File: src/sbb_pkg.sv
// Shared types, constants and codes of the separable box blur.
`timescale 1ns / 1ps
package sbb_pkg;

  localparam int DEF_MAX_WIDTH  = 1024;
  localparam int DEF_MAX_HEIGHT = 1024;
  localparam int DEF_MAX_RADIUS = 15;

  localparam int CFG_IDX_W  = 2;
  localparam int CFG_DATA_W = 11;

  localparam logic [CFG_IDX_W-1:0] CFG_WIDTH  = 2'd0;
  localparam logic [CFG_IDX_W-1:0] CFG_HEIGHT = 2'd1;
  localparam logic [CFG_IDX_W-1:0] CFG_RADIUS = 2'd2;

  localparam logic [10:0] RST_WIDTH  = 11'd1024;
  localparam logic [10:0] RST_HEIGHT = 11'd1024;
  localparam logic [3:0]  RST_RADIUS = 4'd1;

  localparam logic KIND_PIXEL = 1'b0;
  localparam logic KIND_DRAIN = 1'b1;

  typedef struct packed {
    logic       kind;
    logic [7:0] chan0_in;
    logic [7:0] chan1_in;
    logic [7:0] chan2_in;
    logic [7:0] chan3_in;
  } pix_t;

  typedef struct packed {
    logic [7:0] chan0_out;
    logic [7:0] chan1_out;
    logic [7:0] chan2_out;
    logic [7:0] chan3_out;
    logic       burst_last;
    logic       frame_last;
  } res_t;

  typedef enum logic [2:0] {
    S_IDLE,
    S_HSETUP,
    S_ESETUP,
    S_RUN,
    S_FLUSH,
    S_AVG,
    S_WAIT,
    S_OUT
  } state_t;

endpackage

File: src/sbb_avg.sv
// Four-channel window average: sum times reciprocal of 2r+1, registered.
`timescale 1ns / 1ps
module sbb_avg #(
  parameter int MAX_RADIUS = sbb_pkg::DEF_MAX_RADIUS
) (
  input  logic                                              clk,
  input  logic                                              start,
  input  logic [$clog2(MAX_RADIUS+1)-1:0]                   radius,
  input  logic [3:0][$clog2((2*MAX_RADIUS+1)*255+1)-1:0]    sums,
  output logic [3:0][7:0]                                   avg
);
  import sbb_pkg::*;

  localparam int RW = $clog2(MAX_RADIUS + 1);
  localparam int SW = $clog2((2 * MAX_RADIUS + 1) * 255 + 1);
  localparam int DB = $clog2(2 * MAX_RADIUS + 2);
  localparam int S  = SW + DB;
  localparam int MW = S + 1;
  localparam int PW = SW + MW;

  logic [MW-1:0] recip_tab [MAX_RADIUS+1];
  logic [MW-1:0] recip;
  logic [3:0][PW-1:0] prod;

  for (genvar g = 0; g <= MAX_RADIUS; g++) begin : g_recip
    localparam logic [MW-1:0] M = MW'(((64'd1 << S) + 64'(2 * g)) / 64'(2 * g + 1));
    assign recip_tab[g] = M;
  end

  assign recip = recip_tab[radius];

  always_ff @(posedge clk) begin
    if (start) begin
      for (int ch = 0; ch < 4; ch++) begin
        prod[ch] <= PW'(sums[ch]) * PW'(recip);
      end
    end
  end

  always_comb begin
    for (int ch = 0; ch < 4; ch++) begin
      avg[ch] = prod[ch][S +: 8];
    end
  end

endmodule

File: config.mk
export PLATFORM = sky130hd
export DESIGN_NAME = sbb_avg
export DESIGN_NICKNAME = d
export VERILOG_FILES = /design/src/sbb_pkg.sv /design/src/sbb_avg.sv
export SDC_FILE = /design/constraint.sdc
export NUM_CORES = 2
export LEC_CHECK = 0
export ABC_AREA = 1
export BUFFER_PORTS_ARGS = -buffer_cell sky130_fd_sc_hd__buf_2
export CAP_MARGIN = 20
export CORE_ASPECT_RATIO = 1.5
export CORE_MARGIN = 3
export CORE_UTILIZATION = 48
export DETAILED_ROUTE_END_ITERATION = 16
export MAX_ROUTING_LAYER = met4
export PLACE_DENSITY = 0.71
export RECOVER_POWER = 25
export SYNTH_ARGS = -nofsm -noshare
export SYNTH_HDL_FRONTEND = slang
export SYNTH_SLANG_ARGS = --single-unit
File: constraint.sdc
create_clock -name clk -period 6.2 [get_ports clk]
set_input_delay 0.62 -clock clk [delete_from_list [all_inputs] [get_ports clk]]
set_output_delay 0.62 -clock clk [all_outputs]
set_load 0.02 [all_outputs]
==> metrics.yaml <==
layout_commonest_cell: "inv_1"
fin_crit_sh_pct: 96.4
antenna_cells: 0
power.total_uw: 19200
viasPerCell: 5.26
violations: "capacitance limit, slew limit"
layout_common_cells: "inv_1, nand2_1, fa_1"
clockPowerShare_pct: 1.4
cellPowerDensity_nw_per_um2: 610
rsz0062_at_grt: "no"
power.switching_uw: 10900
grt_pass1_wl_mm: 141
cts_made_buffers: 5
initial_core_util_pct: 48.7
hp-class: "in -> reg"
die_h_um: 304
antenna_found_initial: 0
syn_avg_cell_area_um2: 7.60
yosysTopAreaCell: "fa_1"
cts_resized: 0
clk_pin_slew_ns: 0.06
largest_reg_flops: 32
crit_type: "in -> reg"
grt_max_degree: 33
synth_seq_cells: 32
worstPathMaxFanout: 23
clockRootBuffer: "clkbuf_16"
worst_slack_ns: 0.220
place_ws_ns: -0.144
leakage_uw: 0.0174
fill_cells: 5483
drt_first_pass_iters: 6
ys_seq_area_share_pct: 3.39
p_seq_share_pct: 3.6
slew_viol_final: 33
grt_pass1_vias: 26988
cts_buffer_depth: 2
fmax_mhz: 167
grt_use_total_pct: 30.1
synthDistinctLibCells: 42
cts_setup_buffers: 0
drc: 0
p_sw_share_pct: 56.6
synth_cells: 3733
die_w_um: 204
status: "complete, but fails checks"
h-tree-depth: 2
core-area_um2: 58200
synth_nets: 4677
yosysTopAreaCellShare_pct: 46.6
crit_required_ns: 6.29
internal_power_uw: 8340
timing.final.crit_period_ns: 5.98
dp_hpwl_mm: 73.3
fin_nets: 4868
layout-drive-gt1-share_pct: 9.08
syn-cell-area_um2: 28400
drv_cap: 1
vias: 24664
worst_pin_slew_ns: 2.37
drt-total-wl_mm: 87.4
cp-end-kind: "flop"
holdBufCountCts: 0
fin_util_pct: 54.1
wl_per_cell_um: 18.6
critical_path.endpoint: "avg[31]"
portBuffers: 89
area_growth_syn_to_layout_pct: 11.0
hold_viol_final: 0
critPathLaunchType: "input pin"
crit_start: "radius[1]"
ys_warn_count: 0
slew_headroom_pct: -58.3
rows: 108
cp.arrival_ns: 6.07
drt_iter0_markers: 1605
cts_tree: "built"
ir_drop_uv: 642
synth_area_leaders: "fa_1, inv_1, nand2_1"
overflow: 0
antenna_left: 0
dieArea_um2: 62100
setup_viol: 0
gp_congestion: 1.00
io_pins: 90
power_frac_comb_pct: 95.0
cts_sinks: 32
## how the worst min path moves through the flow
stage	end	start	slack [ns]	cells after the start
floorplan	avg[0]	start	0.73	0
global placement	avg[19]	avg[19]	1.06	1
detailed placement	avg[17]	avg[17]	1.06	1
CTS	avg[19]	sums[27]	0.93	6
global route	avg[19]	sums[27]	0.97	6
finish	avg[19]	sums[27]	0.93	6
## cell type report
class	count	area, um2	area share [%]
Clock buffer	5	125	0.397
Timing Repair Buffer	318	2460	7.81
Inverter	1034	3880	12.3
Multi-Input combinational cell	2533	23100	73.4
Tap cell	770	963	3.06
Sequential cell	32	961	3.05
## cell families after synthesis
kind of cell,count (synthesis),synth area share [%]
AND/OR/NAND/NOR,1434,19.8
XOR/XNOR,36,1.11
buffers and inverters,1168,15.5
AO/OA/AOI/OAI,177,3.66
flip-flops,32,3.39
adder cells (fa/ha/maj),886,56.6
## synth_stat cells
master / n
fa_1: 660
nand3b_1: 4
xnor2_1: 15
a32oi_2: 1
a31o_2: 1
buf_1: 22
o21ai_1: 3
a21oi_1: 73
nand2_2: 3
o31a_1: 1
o21ai_0: 38
or2_0: 1
xor2_1: 21
edfxtp_1: 32
inv_1: 1021
clkinv_1: 5
clkbuf_1: 98
nand3_2: 1
inv_2: 8
nand3_1: 70
nor3_1: 21
a211oi_1: 2
or2_1: 1
o311ai_0: 1
nor2_2: 1
buf_4: 2
o22ai_1: 2
nor4_1: 4
o31ai_1: 1
a31oi_1: 14
nor4b_1: 1
a21o_1: 21
buf_2: 12
o21bai_1: 8
nand2_1: 788
o211ai_1: 5
or2_2: 1
ha_1: 226
nand4_1: 21
o21a_1: 5
a21oi_2: 1
nor2_1: 517
## worst max-delay path: stages
cell	delay [ns]
buf_2	0.09
inv_1	0.06
buf_4	0.16
ha_1	0.19
inv_1	0.08
o211ai_1	0.08
nand2_1	0.10
buf_4	0.42
nor2_1	0.12
fa_1	0.52
inv_1	0.05
fa_1	0.51
inv_1	0.07
fa_1	0.49
fa_1	0.55
inv_1	0.05
fa_1	0.50
inv_1	0.05
ha_1	0.32
a21o_1	0.21
a21oi_1	0.14
o21ai_0	0.12
a21oi_1	0.13
nand2_1	0.15
nand2_1	0.12
nand2_1	0.05
nand2_1	0.05
nand2_1	0.05
## per-stage QoR
step | area [um2] | hold WS (ns) | setup TNS [ns] | instances
final | 31500 | 0.931 | 0 | 4692
after global routing | 31500 | 0.973 | 0 | 4692
after CTS | 31400 | 0.928 | 0 | 4692
after detailed placement | 31300 | 1.06 | -0.924 | 4687
after global placement | 31300 | 1.06 | -0.537 | 4687
after floorplan | 28400 | 0.732 | 0 | 3733
## power groups by stage
stage	Combinational (uW)	Sequential (uW)	Clock [uW]
floorplan	11600	851	0
global placement	17600	712	0
detailed placement	17800	702	0
CTS	18000	703	272
global route	20800	712	277
finish	18200	701	261
## per-layer routing
layer	vias to the layer above	global-route usage, %	share of wire (%)
met5	-	-	0
met4	0	19.6	8.8
met3	431	3.56	6.7
met2	1147	51.3	50
met1	12034	33.1	35
li1	11052	-	-
Note: power is estimated with default switching activity, not from simulation.
