[src/sbb_ram.sv]
// Generic single-write, single-read RAM with registered read data.
`timescale 1ns / 1ps
module sbb_ram #(
  parameter int WIDTH = 32,
  parameter int DEPTH = 32
) (
  input  logic                     clk,
  input  logic                     we,
  input  logic [$clog2(DEPTH)-1:0] waddr,
  input  logic [WIDTH-1:0]         wdata,
  input  logic [$clog2(DEPTH)-1:0] raddr,
  output logic [WIDTH-1:0]         rdata
);

  logic [WIDTH-1:0] mem [DEPTH];

  always_ff @(posedge clk) begin
    if (we) begin
      mem[waddr] <= wdata;
    end
    rdata <= mem[raddr];
  end

endmodule

[config.mk]
export PLATFORM = sky130hd
export DESIGN_NAME = sbb_ram
export DESIGN_NICKNAME = d
export VERILOG_FILES = /design/src/sbb_ram.sv
export SDC_FILE = /design/constraint.sdc
export NUM_CORES = 1
export LEC_CHECK = 0
export ABC_CLOCK_PERIOD_IN_PS = 2900
export BUFFER_PORTS_ARGS = -buffer_cell sky130_fd_sc_hd__buf_2
export CORE_MARGIN = 1
export CORE_UTILIZATION = 33
export CTS_BUF_LIST = sky130_fd_sc_hd__clkbuf_8
export CTS_CLUSTER_DIAMETER = 150
export DETAILED_ROUTE_END_ITERATION = 6
export GPL_TIMING_DRIVEN = 0
export PLACE_DENSITY = 0.5
export RECOVER_POWER = 25
export SLEW_MARGIN = 20
export SYNTH_ARGS = -nofsm -noshare
export SYNTH_HDL_FRONTEND = slang
export SYNTH_SLANG_ARGS = --single-unit
[constraint.sdc]
create_clock -name clk -period 2.9 [get_ports clk]
set_input_delay 0.58 -clock clk [delete_from_list [all_inputs] [get_ports clk]]
set_output_delay 0.58 -clock clk [all_outputs]
set_load 0.005 [all_outputs]
==> impl_metrics.tcl, run 1 <==
set metrics [dict create \
    grt_overflow 0 \
    max_freq_ghz 0.4256 \
    dpl.hpwl_mm 70.28 \
    p_int_mw 23.75 \
    setup_viol 0 \
    critical_path_class "in -> reg" \
    layout_setup_ws_ns 0.5502 \
    synth-edff-count 1024 \
    numPortBuffers 74 \
    drt-initial-drc-count 1732 \
    power.density_nw_per_um2 653.9 \
    pre_cts_slack_ns -0.2593 \
    synth_top_flop_cell "edfxtp_1" \
    drt_wl_total_mm 105.2 \
    final_net_count 2587 \
    numCtsBuffers 170 \
    post_drt_via_cell_ratio 4.911 \
    startpoint_type "primary input" \
    grt_pass1_wl_mm 150.2 \
    grt_pass1_vias 21930 \
    endpoint_kind "flop" \
    grt_antenna_before_repair 11 \
    ir_worst_vdd_v 0.0003842 \
    cts_tree "done" \
    fin_worst_skew_ns 0.05038 \
    die_h_microns 352.3 \
    critPathArrivalTime_ns 2.95 \
    first_pass_iters 5 \
    fin_util_pct 38.76 \
    tns_ns 0 \
    syn_area_sq_um 40490 \
    slew_viol_final 294 \
    syn_area_per_cell_sq_um 17.91 \
    dieArea_sq_um 124100 \
    cp.required_ns 3.50 \
    fin_crit_ns 2.350 \
    netlist_top_cells_count "edfxtp_1 (1024), mux2i_1 (512), nand2_1 (98), nand3_1 (98)" \
    ios 76 \
    clk_pin_slew_ns 0.06 \
    p_sw_mw 7.093 \
    power_frac_seq_pct 55.2 \
    grt_setup_unrepaired "false" \
    status "complete, but fails checks" \
    syn_nets 2304 \
    power_mw 30.85 \
    cts_resized 0 \
    synth_seq_cells 1056 \
    final.period_utilization_pct 81.03 \
    netlist_instances 2260 \
    die_width_microns 352.3 \
    ant_nets 0 \
    vias 21140 \
    async_flop_share_pct 0 \
    slew_headroom_pct -7.106 \
    fin_area_sq_um 47170 \
    place_congestion 0.7866 \
    synthDistinctLibCells 25 \
    cts_sinks 1056 \
    drc 0 \
    clkPwrFrac_pct 39.1 \
    hold_viol 0 \
    start_util_pct 33.26 \
    ys_seq_area_share_pct 77.54 \
    worstHoldPathType "in -> reg" \
    yosys.area.top_type_share_pct 75.95 \
    placed_cell_area_sq_um 44000 \
    coreArea_sq_um 121700 \
    synth_most_common_cell "edfxtp_1" \
    violations "capacitance limit, slew limit" \
    rows 128 \
    switching_share_pct 22.99 \
    routedWlPerCell_microns 24.44 \
    area_growth_pct 16.52 \
    drive_gt1_share_pct 15.77 \
    combPwrFrac_pct 5.6 \
    drv_cap 12 \
    tightestPinTransition_ns 1.607 \
    htreeDepth 4 \
    grt_usage_pct 16.78 \
    yosys-top-cells-area "edfxtp_1 (76%), mux2i_1 (13%), a22oi_1 (1.8%), dfxtp_1 (1.6%), a22o_1 (1.4%)" \
    holdBufCountCts 0 \
    grt_max_degree 33 \
    leakagePower_nw 16.43 \
    ys_warn_count 0 \
    clockRootBuffer "clkbuf_8" \
    synth.largest_area_cell "edfxtp_1" \
    clk_path_buf_depth 3 \
    clk_latency_ns 0.84 \
    cts_setup_buffers 0 \
    cp_max_fo 10 \
]
## power by group through the flow
| stage | Clock [mW] | Sequential, mW | Combinational [mW] |
|---|---|---|---|
| after CTS | 12.4 | 17.0 | 1.77 |
| after global routing | 13.0 | 17.1 | 1.86 |
| after floorplan | 0 | 17.3 | 0.876 |
| after global placement | 0 | 17.4 | 1.69 |
| after detailed placement | 0 | 17.4 | 1.76 |
| final | 12.1 | 17.0 | 1.74 |
## final cells by class
| type | instances | area, sq um |
|---|---|---|
| Fill cell | 11210 | 74540 |
| Sequential cell | 1056 | 31390 |
| Multi-Input combinational cell | 1077 | 8582 |
| Clock buffer | 181 | 2491 |
| Tap cell | 1625 | 2033 |
| Timing Repair Buffer | 111 | 1217 |
| Buffer | 127 | 753.2 |
| Clock inverter | 124 | 696.9 |
| Antenna cell | 4 | 10.01 |
## sequential cells by signal, indices dropped and copies added (netlist names)
register and flops:
mem 1024, rdata 32
## through the flow
| stage | hold slack [ns] | instances |
|---|---|---|
| after floorplan | 0.5529 | 2260 |
| after global placement | 0.6178 | 3959 |
| after detailed placement | 0.6021 | 3996 |
| after CTS | 0.1886 | 4301 |
| after global routing | 0.3159 | 4305 |
| final | 0.3307 | 4305 |
## metal layers
metal	GRT usage [%]	vias to the layer above	share of wire, %
met5	0	-	0.075
met4	5.643	12	2.3
met3	3.508	161	6.1
met2	28.22	596	50
met1	21.50	10800	42
li1	-	9570	-
## worst paths after layout
check,start,endpoint,slack (ns),cells past startpoint
worst min register to register,mem[11][23]$_DFFE_PP_,rdata[23]$_DFF_P_,0.62,4
worst max register to register,mem[7][14]$_DFFE_PP_,rdata[14]$_DFF_P_,1.04,5
worst max-delay path,raddr[4],rdata[14]$_DFF_P_,0.55,7
worst min-delay path,wdata[22],mem[21][22]$_DFFE_PP_,0.33,1
## kinds of logic (layout without fill, tap and decap cells)
kind of cell | after synthesis | after routing | share of synthesized area (%)
other | 0 | 4 | 0
buffers and inverters | 127 | 543 | 1.860
AND/OR/NAND/NOR | 277 | 277 | 3.100
multiplexers | 512 | 512 | 12.66
flip-flops | 1056 | 1056 | 77.53
AO/OA/AOI/OAI | 288 | 288 | 4.846
## worst max-delay path, cell delays in order
cell and delay (ns):
buf_2 0.20, or2_2 0.14, clkbuf_1 0.31, clkbuf_1 0.64
nor3_1 0.19, a31oi_1 0.50, nand3_1 0.37
## cells in the final DEF (no fill, tap or decap), types with 4 or more instances in the layout
cell type   count
bufinv_16       5
nand3_1        98
a21oi_1        96
buf_6          15
buf_2          79
a22o_1         64
inv_1          52
edfxtp_1     1024
clkinvlp_4      5
dfxtp_1        32
clkbuf_1       67
clkinv_2       21
nand2_1        98
clkbuf_8      181
nor2_4         32
a22oi_1        96
buf_1           5
buf_4          33
mux2i_1       512
buf_12         16
nand3b_1        5
clkinv_1       33
a31oi_1        32
diode_2         4
buf_16         19
nor3_1         32
No activity file was read; power rests on OpenSTA's default activity.
==> run 2: changes to the inputs <==
--- a/config.mk
+++ b/config.mk
@@ -5,7 +5,7 @@
 export SDC_FILE = /design/constraint.sdc
 export NUM_CORES = 1
 export LEC_CHECK = 0
-export ABC_CLOCK_PERIOD_IN_PS = 2900
+export ABC_CLOCK_PERIOD_IN_PS = 1970
 export BUFFER_PORTS_ARGS = -buffer_cell sky130_fd_sc_hd__buf_2
 export CORE_MARGIN = 1
 export CORE_UTILIZATION = 33
==> constraint.sdc (replaced) <==
create_clock -name clk -period 1.97 [get_ports clk]
set_input_delay 0.394 -clock clk [delete_from_list [all_inputs] [get_ports clk]]
set_output_delay 0.394 -clock clk [all_outputs]
set_load 0.005 [all_outputs]
==> impl_metrics.tcl, run 2 (synthesized netlist as in run 1, its figures left out) <==
set metrics [dict create \
    cts_tree "done" \
    coreArea_sq_um 121700 \
    grt_overflow 0 \
    critPathMaxStageDelay_ns 0.53 \
    grt_setup_unrepaired "false" \
    path_cells "buf_2 > nor2_1 > buf_2 > buf_2 > buf_2 > nand2_1 > a31oi_1 > nand3_1" \
    fin_util_pct 39.15 \
    start_util_pct 33.26 \
    dpl.hpwl_mm 71.40 \
    vias 21290 \
    routedWlPerCell_microns 24.71 \
    first_pass_iters 7 \
    htreeDepth 4 \
    path_common_cell "buf_2" \
    fin_crit_ns 2.043 \
    slew_headroom_pct -6.851 \
    drive_gt1_share_pct 16.32 \
    numPortBuffers 74 \
    grt_usage_pct 17.16 \
    rows 128 \
    leakagePower_nw 16.70 \
    final_cell_mix "edfxtp_1 (1024), mux2i_1 (512), clkbuf_8 (184)" \
    wl_met2_mm 53.51 \
    largest_register "mem" \
    final.period_utilization_pct 103.7 \
    fin_worst_skew_ns 0.04363 \
    route.met3.wl_mm 5.308 \
    violations "capacitance limit, slew limit, setup timing" \
    fin_area_sq_um 47650 \
    fin_cells 4334 \
    final_common_cell "edfxtp_1" \
    die_width_microns 352.3 \
    slew_viol_final 362 \
    met1_length_mm 46.26 \
    cp.required_ns 2.63 \
    worstHoldPathType "in -> reg" \
    ir_worst_vdd_v 0.0005874 \
    top_layer_used "met5" \
    final_net_count 2608 \
    hold_viol 0 \
    grt_pass1_wl_mm 153.5 \
    startpoint_type "primary input" \
    layout_setup_ws_ns -0.07288 \
    ant_nets 0 \
    numCtsBuffers 172 \
    critPathArrivalTime_ns 2.70 \
    status "complete, but fails checks" \
    grt_pass1_vias 22180 \
    clk_path_buf_depth 3 \
    pre_cts_slack_ns -1.019 \
    setup_viol 12 \
    area_growth_pct 17.70 \
    max_freq_ghz 0.4895 \
    cp_max_fo 10 \
    cts_sinks 1056 \
    grt_max_degree 33 \
    drt-initial-drc-count 1687 \
    ios 76 \
    power.density_nw_per_um2 961.3 \
    drc 0 \
    tightestPinTransition_ns 1.603 \
    dieArea_sq_um 124100 \
    critical_path_class "in -> reg" \
    largest_reg_flops 1024 \
    crit_slowest_cell "a31oi_1" \
    reg_top3 "mem (1024), rdata (32)" \
    placed_cell_area_sq_um 44250 \
    drt_wl_total_mm 107.1 \
    clockRootBuffer "clkbuf_8" \
    grt_antenna_before_repair 10 \
    endpoint_kind "flop" \
    dpl.cell_count 4005 \
    post_drt_via_cell_ratio 4.913 \
    clk_pin_slew_ns 0.06 \
    place_congestion 0.7654 \
    die_h_microns 352.3 \
    drv_cap 13 \
    clk_latency_ns 0.86 \
]
==> run 2: layout make-up <==
class / instances / area, sq um
timing repair buffer: 130 / 1549
clock buffer: 184 / 2532
tap: 1625 / 2033
antenna: 7 / 17.52
fill: 11170 / 74070
multi-input combinational: 1077 / 8613
buffer: 127 / 759.5
sequential: 1056 / 31390
clock inverter: 128 / 754.5
==> run 2: path summary, 6_finish.rpt <==
kind,from,to,slack [ns],depth (start not counted)
min reg2reg,mem[27][4]$_DFFE_PP_,rdata[4]$_DFF_P_,0.63,4
min,wdata[17],mem[27][17]$_DFFE_PP_,0.10,1
max reg2reg,mem[7][12]$_DFFE_PP_,rdata[12]$_DFF_P_,0.23,5
max,raddr[1],rdata[12]$_DFF_P_,-0.07,8
==> run 2: timing repair <==
item | in CTS | in global routing
endpoints found under the setup margin | 2 | 13
hold buffers | 1 | 0
hold endpoints to repair | 4 | 0
buffers inserted | 0 | 9
resized for setup | 3 | 5
gates cloned | 0 | 0
pin swaps | 0 | 2
==> run 2: per-stage QoR <==
stage | total power [mW] | setup TNS [ns] | hold WS, ns
after global placement | 28.04 | -1489.83 | 0.6210
after floorplan | 26.84 | -242.64 | 0.4929
final | 45.80 | -0.1712 | 0.1047
after detailed placement | 28.16 | -567.66 | 0.6245
after CTS | 46.32 | 0 | 0.003675
after global routing | 47.50 | 0 | 0.09525
==> run 2: metal layers <==
layer / vias to the layer above / GRT usage (%)
li1: 9623 / -
met1: 10960 / 22.10
met2: 554 / 29.39
met3: 153 / 3.431
met4: 8 / 4.557
met5: - / 0
==> run 2: worst max-delay path, delay by kind of cell <==
family | cells | cell delay [ns]
AO/OA/AOI/OAI | 1 | 0.53
buffers and inverters | 4 | 1.25
AND/OR/NAND/NOR | 3 | 0.50
==> run 2: power breakdown <==
| part | switching [mW] | leakage (nW) | internal [mW] |
|---|---|---|---|
| registers | 0.0829 | 9.49 | 25.0 |
| logic | 1.77 | 5.27 | 0.818 |
| clock network | 8.67 | 1.93 | 9.46 |
